`src/rtl/core/bbc_pkg.sv`:
```
// Shared types and constants for the band-pass biquad cascade.
// No dependencies; imported by bbc_mac and biquad_bandpass_cascade.
`timescale 1ns / 1ps

package bbc_pkg;

  // Default widths of the sample path and the coefficient fraction
  localparam int DEF_SAMPLE_BITS    = 16;
  localparam int DEF_COEF_FRAC_BITS = 16;

  // Coefficient registers are fixed Q3.16 words
  localparam int COEF_BITS    = 20;
  localparam int CFG_IDX_BITS = 3;

  // Register indexes on the configuration port
  localparam logic [CFG_IDX_BITS-1:0] REG_LOW_B0  = 3'd0;
  localparam logic [CFG_IDX_BITS-1:0] REG_LOW_A1  = 3'd1;
  localparam logic [CFG_IDX_BITS-1:0] REG_LOW_A2  = 3'd2;
  localparam logic [CFG_IDX_BITS-1:0] REG_HIGH_B0 = 3'd3;
  localparam logic [CFG_IDX_BITS-1:0] REG_HIGH_A1 = 3'd4;
  localparam logic [CFG_IDX_BITS-1:0] REG_HIGH_A2 = 3'd5;

  // Tap sequence within one biquad pass
  localparam int TAP_BITS = 3;
  localparam logic [TAP_BITS-1:0] TAP_X0   = 3'd0;  // b0 * x
  localparam logic [TAP_BITS-1:0] TAP_X1   = 3'd1;  // +/-2 b0 * x[n-1]
  localparam logic [TAP_BITS-1:0] TAP_X2   = 3'd2;  // b0 * x[n-2]
  localparam logic [TAP_BITS-1:0] TAP_Y1   = 3'd3;  // -a1 * y[n-1]
  localparam logic [TAP_BITS-1:0] TAP_Y2   = 3'd4;  // -a2 * y[n-2]
  localparam logic [TAP_BITS-1:0] TAP_LAST = 3'd5;  // drain last product

  // Control word for the shared multiply-accumulate unit
  typedef struct packed {
    logic issue;  // a product is launched this cycle
    logic first;  // product starts a new sum
    logic dbl;    // product is scaled by two
    logic neg;    // product is subtracted
  } mac_ctrl_t;

endpackage

```
`src/rtl/core/bbc_mac.sv`:
```
// Shared multiply-accumulate unit with rounding and saturation.
// Depends on bbc_pkg (mac_ctrl_t, COEF_BITS).
`timescale 1ns / 1ps

module bbc_mac import bbc_pkg::*; #(
  parameter int SAMPLE_BITS    = DEF_SAMPLE_BITS,
  parameter int COEF_FRAC_BITS = DEF_COEF_FRAC_BITS
) (
  input  logic                          clk,
  input  logic                          rst,
  input  mac_ctrl_t                     ctrl,
  input  logic signed [SAMPLE_BITS-1:0] operand,
  input  logic signed [COEF_BITS-1:0]   coef,
  output logic signed [SAMPLE_BITS-1:0] result
);

  localparam int PROD_W = SAMPLE_BITS + COEF_BITS;
  localparam int ACC_W  = PROD_W + 4;

  localparam logic signed [ACC_W-1:0] ROUND_BIAS =
    signed'(ACC_W'(1) << (COEF_FRAC_BITS - 1));
  localparam logic signed [ACC_W-1:0] SAT_MAX =
    {{(ACC_W - SAMPLE_BITS + 1){1'b0}}, {(SAMPLE_BITS - 1){1'b1}}};
  localparam logic signed [ACC_W-1:0] SAT_MIN = ~SAT_MAX;

  logic signed [PROD_W-1:0] prod;
  mac_ctrl_t                prod_ctrl;
  logic signed [ACC_W-1:0]  acc;
  logic signed [ACC_W-1:0]  term;
  logic signed [ACC_W-1:0]  addend;
  logic signed [ACC_W-1:0]  rsum;
  logic signed [ACC_W-1:0]  shifted;

  // Product register
  always_ff @(posedge clk) begin
    prod <= operand * coef;
    if (rst) begin
      prod_ctrl <= '0;
    end else begin
      prod_ctrl <= ctrl;
    end
  end

  // Scale and sign of the registered product
  always_comb begin
    term   = ACC_W'(prod);
    if (prod_ctrl.dbl) begin
      term = term <<< 1;
    end
    addend = prod_ctrl.neg ? -term : term;
  end

  // Accumulator, restarted by the first product of a pass
  always_ff @(posedge clk) begin
    if (prod_ctrl.issue) begin
      acc <= (prod_ctrl.first ? '0 : acc) + addend;
    end
  end

  // Round half up, drop the fraction, clamp to the sample range
  always_comb begin
    rsum    = acc + ROUND_BIAS;
    shifted = rsum >>> COEF_FRAC_BITS;
    if (shifted > SAT_MAX) begin
      result = SAT_MAX[SAMPLE_BITS-1:0];
    end else if (shifted < SAT_MIN) begin
      result = SAT_MIN[SAMPLE_BITS-1:0];
    end else begin
      result = shifted[SAMPLE_BITS-1:0];
    end
  end

endmodule

```
`src/rtl/core/biquad_bandpass_cascade.sv`:
```
// Band-pass filter: Direct Form I low-pass biquad followed by a high-pass biquad.
// Depends on bbc_pkg and bbc_mac (one shared multiplier for all ten products).
//
//   channel | direction | handshake          | word
//   --------+-----------+--------------------+------------------------------------
//   s_*     | in        | s_tvalid/s_tready  | s_tdata: sample_in
//   m_*     | out       | m_tvalid/m_tready  | m_tdata: sample_out
//   cfg_*   | in        | cfg_valid/cfg_ready| cfg_index, cfg_data (coefficients)
//
// Each word keeps s_tready low from acceptance until the block is back in idle, so
// no new word goes in before the last is through: two passes through the shared
// multiplier-accumulator, each with a round/saturate step, then the idle state that
// takes the next word. The result enters the output register in the final step.
// A result waiting on m_tready does not block the next input; the next word only
// holds in its final step until the output register is free.
// Reset (rst, synchronous) zeroes the coefficients and all filter history.
`timescale 1ns / 1ps

module biquad_bandpass_cascade import bbc_pkg::*; #(
  parameter int SAMPLE_BITS    = DEF_SAMPLE_BITS,
  parameter int COEF_FRAC_BITS = DEF_COEF_FRAC_BITS,
  parameter int TDATA_W        = ((SAMPLE_BITS + 7) / 8) * 8
) (
  input  logic                    clk,
  input  logic                    rst,
  input  logic                    s_tvalid,
  output logic                    s_tready,
  input  logic [TDATA_W-1:0]      s_tdata,    // [SAMPLE_BITS-1:0] sample_in
  output logic                    m_tvalid,
  input  logic                    m_tready,
  output logic [TDATA_W-1:0]      m_tdata,    // [SAMPLE_BITS-1:0] sample_out
  input  logic                    cfg_valid,
  output logic                    cfg_ready,
  input  logic [CFG_IDX_BITS-1:0] cfg_index,
  input  logic [COEF_BITS-1:0]    cfg_data
);

  typedef enum logic [4:0] {
    ST_IDLE   = 5'b00001,
    ST_LP_MAC = 5'b00010,
    ST_LP_RND = 5'b00100,
    ST_HP_MAC = 5'b01000,
    ST_HP_RND = 5'b10000
  } state_t;

  state_t                         state;
  logic [TAP_BITS-1:0]            tap;

  logic signed [COEF_BITS-1:0]    low_b0, low_a1, low_a2;
  logic signed [COEF_BITS-1:0]    high_b0, high_a1, high_a2;

  logic signed [SAMPLE_BITS-1:0]  x_in;
  logic signed [SAMPLE_BITS-1:0]  lp_in_hist  [2];
  logic signed [SAMPLE_BITS-1:0]  lp_out_hist [2];
  logic signed [SAMPLE_BITS-1:0]  hp_in_hist  [2];
  logic signed [SAMPLE_BITS-1:0]  hp_out_hist [2];
  logic [SAMPLE_BITS-1:0]         out_sample;

  mac_ctrl_t                      mac_ctrl;
  logic signed [SAMPLE_BITS-1:0]  mac_operand;
  logic signed [COEF_BITS-1:0]    mac_coef;
  logic signed [SAMPLE_BITS-1:0]  mac_result;
  logic                           in_hp;
  logic                           in_mac;
  logic                           out_free;

  assign s_tready  = (state == ST_IDLE);
  assign cfg_ready = 1'b1;
  assign m_tdata   = TDATA_W'(out_sample);
  assign out_free  = !m_tvalid || m_tready;

  // Coefficient registers
  always_ff @(posedge clk) begin
    if (rst) begin
      low_b0  <= '0;
      low_a1  <= '0;
      low_a2  <= '0;
      high_b0 <= '0;
      high_a1 <= '0;
      high_a2 <= '0;
    end else if (cfg_valid) begin
      unique case (cfg_index)
        REG_LOW_B0:  low_b0  <= cfg_data;
        REG_LOW_A1:  low_a1  <= cfg_data;
        REG_LOW_A2:  low_a2  <= cfg_data;
        REG_HIGH_B0: high_b0 <= cfg_data;
        REG_HIGH_A1: high_a1 <= cfg_data;
        REG_HIGH_A2: high_a2 <= cfg_data;
        default: ;
      endcase
    end
  end

  // Operand and coefficient select for the current tap
  always_comb begin
    in_hp  = (state == ST_HP_MAC);
    in_mac = (state == ST_LP_MAC) || in_hp;
    mac_ctrl.issue = in_mac && (tap != TAP_LAST);
    mac_ctrl.first = (tap == TAP_X0);
    mac_ctrl.dbl   = (tap == TAP_X1);
    mac_ctrl.neg   = (tap == TAP_Y1) || (tap == TAP_Y2) || ((tap == TAP_X1) && in_hp);
    mac_operand    = '0;
    mac_coef       = '0;
    case (tap)
      TAP_X0: begin
        mac_operand = in_hp ? lp_out_hist[0] : x_in;
        mac_coef    = in_hp ? high_b0 : low_b0;
      end
      TAP_X1: begin
        mac_operand = in_hp ? hp_in_hist[0] : lp_in_hist[0];
        mac_coef    = in_hp ? high_b0 : low_b0;
      end
      TAP_X2: begin
        mac_operand = in_hp ? hp_in_hist[1] : lp_in_hist[1];
        mac_coef    = in_hp ? high_b0 : low_b0;
      end
      TAP_Y1: begin
        mac_operand = in_hp ? hp_out_hist[0] : lp_out_hist[0];
        mac_coef    = in_hp ? high_a1 : low_a1;
      end
      TAP_Y2: begin
        mac_operand = in_hp ? hp_out_hist[1] : lp_out_hist[1];
        mac_coef    = in_hp ? high_a2 : low_a2;
      end
      default: ;
    endcase
  end

  bbc_mac #(
    .SAMPLE_BITS    (SAMPLE_BITS),
    .COEF_FRAC_BITS (COEF_FRAC_BITS)
  ) u_mac (
    .clk     (clk),
    .rst     (rst),
    .ctrl    (mac_ctrl),
    .operand (mac_operand),
    .coef    (mac_coef),
    .result  (mac_result)
  );

  // Input word latch
  always_ff @(posedge clk) begin
    if (s_tvalid && s_tready) begin
      x_in <= s_tdata[SAMPLE_BITS-1:0];
    end
  end

  // Sequencer and filter history
  always_ff @(posedge clk) begin
    if (rst) begin
      state       <= ST_IDLE;
      tap         <= TAP_X0;
      lp_in_hist  <= '{default: '0};
      lp_out_hist <= '{default: '0};
      hp_in_hist  <= '{default: '0};
      hp_out_hist <= '{default: '0};
    end else begin
      unique case (state)
        ST_IDLE: begin
          if (s_tvalid) begin
            state <= ST_LP_MAC;
            tap   <= TAP_X0;
          end
        end
        ST_LP_MAC: begin
          tap <= tap + 1'b1;
          if (tap == TAP_LAST) begin
            state <= ST_LP_RND;
            tap   <= TAP_X0;
          end
        end
        ST_LP_RND: begin
          lp_in_hist  <= '{x_in, lp_in_hist[0]};
          lp_out_hist <= '{mac_result, lp_out_hist[0]};
          state       <= ST_HP_MAC;
        end
        ST_HP_MAC: begin
          tap <= tap + 1'b1;
          if (tap == TAP_LAST) begin
            state <= ST_HP_RND;
            tap   <= TAP_X0;
          end
        end
        ST_HP_RND: begin
          if (out_free) begin
            hp_in_hist  <= '{lp_out_hist[0], hp_in_hist[0]};
            hp_out_hist <= '{mac_result, hp_out_hist[0]};
            state       <= ST_IDLE;
          end
        end
        default: state <= ST_IDLE;
      endcase
    end
  end

  // Output register
  always_ff @(posedge clk) begin
    if (state == ST_HP_RND && out_free) begin
      out_sample <= mac_result;
    end
    if (rst) begin
      m_tvalid <= 1'b0;
    end else if (state == ST_HP_RND && out_free) begin
      m_tvalid <= 1'b1;
    end else if (m_tready) begin
      m_tvalid <= 1'b0;
    end
  end

endmodule

```
`config.mk`:
```
export PLATFORM = sky130hd
export DESIGN_NAME = biquad_bandpass_cascade
export DESIGN_NICKNAME = d
export VERILOG_FILES = /design/src/rtl/core/bbc_pkg.sv /design/src/rtl/core/bbc_mac.sv /design/src/rtl/core/biquad_bandpass_cascade.sv
export SDC_FILE = /design/constraint.sdc
export NUM_CORES = 2
export LEC_CHECK = 0
export ABC_AREA = 1
export ABC_CLOCK_PERIOD_IN_PS = 7300
export BUFFER_PORTS_ARGS = -buffer_cell sky130_fd_sc_hd__clkbuf_2
export CAP_MARGIN = 30
export CORE_MARGIN = 4
export CORE_UTILIZATION = 30
export DETAILED_ROUTE_END_ITERATION = 7
export GPL_TIMING_DRIVEN = 0
export HOLD_SLACK_MARGIN = 0.02
export MAX_ROUTING_LAYER = met4
export PLACE_DENSITY = 0.45
export SLEW_MARGIN = 30
export SYNTH_ARGS = -nofsm -noshare
export SYNTH_HDL_FRONTEND = slang
export SYNTH_SLANG_ARGS = --single-unit
```
`constraint.sdc`:
```
create_clock -name clk -period 7.3 [get_ports clk]
set_clock_uncertainty 0.1 [all_clocks]
set_input_delay 1.825 -clock clk [delete_from_list [all_inputs] [get_ports clk]]
set_output_delay 1.825 -clock clk [all_outputs]
set_load 0.01 [all_outputs]
```
Yosys cells after proc, flatten, opt, wreduce, memory -nomap -nowiden
Cells that the tools add are included.
Storage, ports and cells
  input port bits: 44
  word-level logic and storage cells: 101
  output and inout bits: 19
  register bits: 369
Operators by class
  magnitude comparators: 2
  reduce and logical (&&, ||, !) cells: 24
  eq/ne operators: 20
  $add $sub $neg: 4
  multipliers: 1
  muxes and demuxes: 25
Operators by type and width (count)
  two-way mux 16 bit: 7
  two-way mux 40 bit: 2
  case mux 16 bit (5 select lines): 1
  two-way mux 20 bit: 3
  case mux 20 bit (3 select lines): 1
  adder 40 x 17 -> 40 bit (second input constant): 1
  adder 40 bit: 1
  negation 37 -> 40 bit: 1
  multiplier 16 x 20 -> 36 bit: 1
  two-way mux 36 bit: 1
  case mux 5 bit (5 select lines): 1
  > comparator 24 x 16 -> 1 bit (second input constant): 1
  less-than comparator 24 x 16 -> 1 bit (second input constant): 1
  two-way mux 5 bit: 4
  AND reduction 2 bit: 8
  equality test 3 x 2 -> 1 bit (second input constant): 4
  equality test 3 bit (second input constant): 4
  equality test 3 x 1 -> 1 bit (second input constant): 2
  logical NOT 3 bit: 2
  two-way mux 3 bit: 2
  case mux 3 bit (2 select lines): 1
  equality test 5 x 1 -> 1 bit (second input constant): 1
  equality test 5 x 2 -> 1 bit (second input constant): 1
  equality test 5 x 3 -> 1 bit (second input constant): 1
  14 further kinds: 24

Depth between registers and ports, before layout
  word-level depth: 4
  depth in mapped cells: 36
  mapped depth without buffers: 34

By module
Synthesis repeated with hierarchy kept, for this count alone.
Unflattened totals
  cell total of the unflattened synthesis: 4710
  area, all modules: 32999.1 sq um
Modules (own cells, without submodules)
  bbc_mac: sequential area each 2001.9 sq um, area each 20438.4 sq um, cells an instance 2923, times used 1
  biquad_bandpass_cascade: sequential area each 6105.9 sq um, area each 12560.8 sq um, cells an instance 1787, times used 1

Least setup slack after synthesis
OpenSTA, ideal clock, no wires.
  path kind: register -> register
  start: register tap[2]
  end: register u_mac.prod[35]
  required time: 7079 ps
  path slack: 817 ps
  stages on the path, launching flop included: 27
  clock period less this slack: 6483 ps
  setup time: 121 ps
  buffers on the path: 2
  arrival: 6262 ps
  path through: dfxtp_1 > inv_2 > nor3_4 > buf_2 > buf_2 > o21ai_0 > o22ai_1 > nor2_2 > nor2_1 > inv_1 > fa_1 > inv_1 > fa_1 > fa_1 > fa_1 > inv_1 > fa_1 > fa_1 > inv_1 > ha_1 > inv_1 > nor3_1 > and2_1 > nand2_1 > inv_1 > nor2_1 > xor2_1
On the way
  word-level cells in the longest chain between the ends: 4
  elaborated cells between the ends (all ways): 9
  classes of those cells: 1 x mul; 4 x eq/ne; 2 x mux; 2 x reduce/logical
Ends and longest elaborated chain
  start, declared: line biquad_bandpass_cascade.sv:47  | logic [TAP_BITS-1:0] tap;
  start signal, assigned: line biquad_bandpass_cascade.sv:166  | tap <= tap + 1'b1;
  start signal, assigned: line biquad_bandpass_cascade.sv:178  | tap <= tap + 1'b1;
  equality test 3 x 2 -> 1 bit, or another cell as far along: line biquad_bandpass_cascade.sv:104  | case (tap)
  OR reduction 3 bit (no source line)
  case mux 20 bit (3 select lines): line biquad_bandpass_cascade.sv:104
  multiplier 16 x 20 -> 36 bit (*): line bbc_mac.sv:36  | prod <= operand * coef;
  end signal, assigned: line bbc_mac.sv:36
  end, declared: line bbc_mac.sv:26  | logic signed [PROD_W-1:0] prod;
Mark *: on every way between the ends. The rest lies on a longest branch, timed or not.
A chain may end at the register's enable or synchronous reset.

Worst setup path after layout
  start: register tap[1]
  end: register u_mac.prod[33]
The elaborated chain is that of the path after synthesis.

==> metrics <==
status=finished clean; height of the die=328.7 µm; vias per inst=4.790; worst skew pair latency=0.62 ns; Cells after Synth=4083; Synth Flop Type=dfxtp_1; top cells by area, synth=fa_1 (21%), dfxtp_1 (19%), nor2_1 (9.2%); initial DRC count=1796; area grow syn2layout=16.86%; clock tree buffer depth=3; delay of the slowest cell on the worst path=about 0.55 ns; CTS Root Cell=clkbuf_16; Non-Filler Instances=roughly 5700; most frequent cells in the layout=nor2_1 (742), inv_1 (701), nand2_1 (526); Max-slew headroom=41.86%; critical path endpoint category=flip-flop; largest net degree at the start of global routing=41; arrival time worst endpoint=approximately 7.5 ns; GRT Overall Usage=19.88%; DRC=0; Worst Max-Slew Pin Slew=about 0.87 ns; CTS buffer count=44; placed instance count=~5500; TritonCTS clock tree=done; Leakage=16.50 nW; sw frac=42.48%; max frequency=0.1406 GHz; global route overflow=0; clock share of power=25.1%; Std-Cell Rows=117; Req. time, crit path=7.64 ns; net switching power=3.644 mW; # setup viols final=0; vias=27150; sequential area share after synthesis=about a quarter; IO Pins=63; Post-synth EDFFs=just over 70; vias in the first global route=27350; Final Slew Violations=0; initial antenna violation count=1; clock slew seen by the registers of the worst setup and hold paths=0.06 ns; Routed WL=around 100000 µm; commonest non-fill, non-tap cell in the layout=nor2_1; First-pass DRT Iterations=6; Syn Std Cell Area=slightly above 0.03 mm²; Mean Syn Cell Area=7.559 µm²; synthesized flop and latch total=369; P_int=4.934 mW; count of final hold-check violations=0; die area=0.1081 mm²; Initial Utilization=a little under a third; synth warn=0; worst vdd ir=0.1567 mV; Yosys top cell area share=20.76%; # diodes=0; CP max stage cell=fa_1; first-pass GRT wire length=162200 µm; PortBufs=60; minimum clock period=7.111 ns; syn_nets=approximately 4600; power density over cell area=between 200 and 250 mW/mm²; layout net count=around 4800; HPWL Detailed=83810 µm; most used cell, CP=fa_1; RSZ-0062 raised after global routing=true; critical path class=reg -> reg; Post-CTS Hold Fix Bufs=0; maximum capacitance violations=0; combinational power share=46.7%; final worst-path cycle share=a little under 100%; worst hold-check path type=reg -> reg; Die Width=328.7 µm; unique cell type count in the Yosys netlist=56; sequential share of power=around 28%; Crit path max-delay family=adder cells; Max H-tree Level=2; Final TNS setup=0 ns; placer congestion estimate=0.9174; crit start category=flip-flop; WP buf/inv=10; crit path max fanout=10; share of cells above drive strength 1=11.05%; Routed Antenna Nets=0; WL/cell=18.37 µm; ys async rst share=0%; Final Core Density=between 30% and 40%; core area=0.1019 mm²; CTS Sinks=369; leading area contributor after synthesis=fa_1
-- worst register-to-register path, delay by kind of cell (launching register included) --
family                     cells  cell delay [ns]
and+or+nand+nor                7             1.08
xor gates and xnor gates       1             0.18
adders and majority gates      7             3.48
buffers and inverters         10             1.27
DFF                            1             0.39
AOI/OAI and AO/OA              3             0.42
-- path summary, 6_finish.rpt --
kind / endpoint / cells past startpoint / from / slack (ns)
max: u_mac.prod[33] / 28 / tap[1] / 0.19
min: high_b0[5] / 2 / high_b0[5] / 0.35
max reg2reg: u_mac.prod[33] / 28 / tap[1] / 0.19
min reg2reg: high_b0[5] / 2 / high_b0[5] / 0.35
-- cell families after synthesis --
kind of cell	count (synthesis)	synth area share, %
buffers and inverters	889	11.20
adder cells (fa/ha/maj)	451	26.07
AO/OA/AOI/OAI	770	13.83
XOR/XNOR	126	3.576
AND/OR/NAND/NOR	1477	19.04
flip-flops	369	26.27
other	1	0.01215
-- metal layers --
layer	up-vias	GRT usage [%]	wire length (µm)
met5	-	-	0
met4	0	3.500	1793
met3	103	1.995	4464
met2	547	32.64	49170
met1	13340	26.98	48670
li1	13150	-	-
-- sequential cells by signal (all words and copies together), names as in the netlist --
| signal | flops |
|---|---|
| m_tdata | 16 |
| u_mac.prod_ctrl | 4 |
| hp_in_hist | 32 |
| low_b0 | 20 |
| x_in | 16 |
| high_a2 | 20 |
| u_mac.acc | 40 |
| state | 5 |
| high_b0 | 20 |
| low_a1 | 20 |
| high_a1 | 20 |
| u_mac.prod | 36 |
| hp_out_hist | 32 |
| lp_out_hist | 32 |
| lp_in_hist | 32 |
| tap | 3 |
| m_tvalid | 1 |
| low_a2 | 20 |
-- cells in the mapped netlist (all sizes together), types with 19 or more instances --
master and number:
o21ai 406, dfxtp 297, inv 729, o211ai 47, nor3 31, clkbuf 111, edfxtp 72, nand2 557
buf 49, ha 131, a221oi 31, xnor2 39, fa 320, nor2 777, xor2 87, a31oi 19
nand3 85, a21oi 217
-- metrics by stage --
step | cell area, µm² | power (mW) | hold WS (ns) | setup slack, ns
global placement | 32870 | 6.083 | 0.3406 | -1.076
floorplan | 30860 | 4.919 | 0.3297 | 0.8166
finish | 36070 | 8.578 | 0.3543 | 0.1887
detailed placement | 32920 | 6.074 | 0.3447 | -1.055
global route | 36070 | 9.228 | 0.3714 | -0.03173
CTS | 35150 | 8.368 | 0.3537 | 0.003407
-- final cells by class --
class | instances | area, µm²
timing repair buffer | 139 | 1017
buffer | 160 | 1016
tap | 1368 | 1712
multi-input combinational | 2825 | 20020
fill | 11090 | 65820
clock inverter | 18 | 185.2
clock buffer | 58 | 1205
timing repair inverter | 1 | 7.507
inverter | 729 | 2779
sequential | 369 | 8124
-- power by group through the flow --
stage | clock network [mW] | registers (mW) | logic (mW)
after CTS | 2.22 | 2.42 | 3.72
final | 2.15 | 2.42 | 4.00
after detailed placement | 0 | 2.47 | 3.61
after global placement | 0 | 2.47 | 3.62
after global routing | 2.29 | 2.44 | 4.50
after floorplan | 0 | 2.42 | 2.50
-- repair_timing --
action | in CTS | in global routing
buffers inserted | 45 | 32
pin swaps | 28 | 55
cloned | 1 | 1
setup endpoints to repair | 27 | 19
resized for setup | 149 | 197
(Power assumes the default switching activity.)
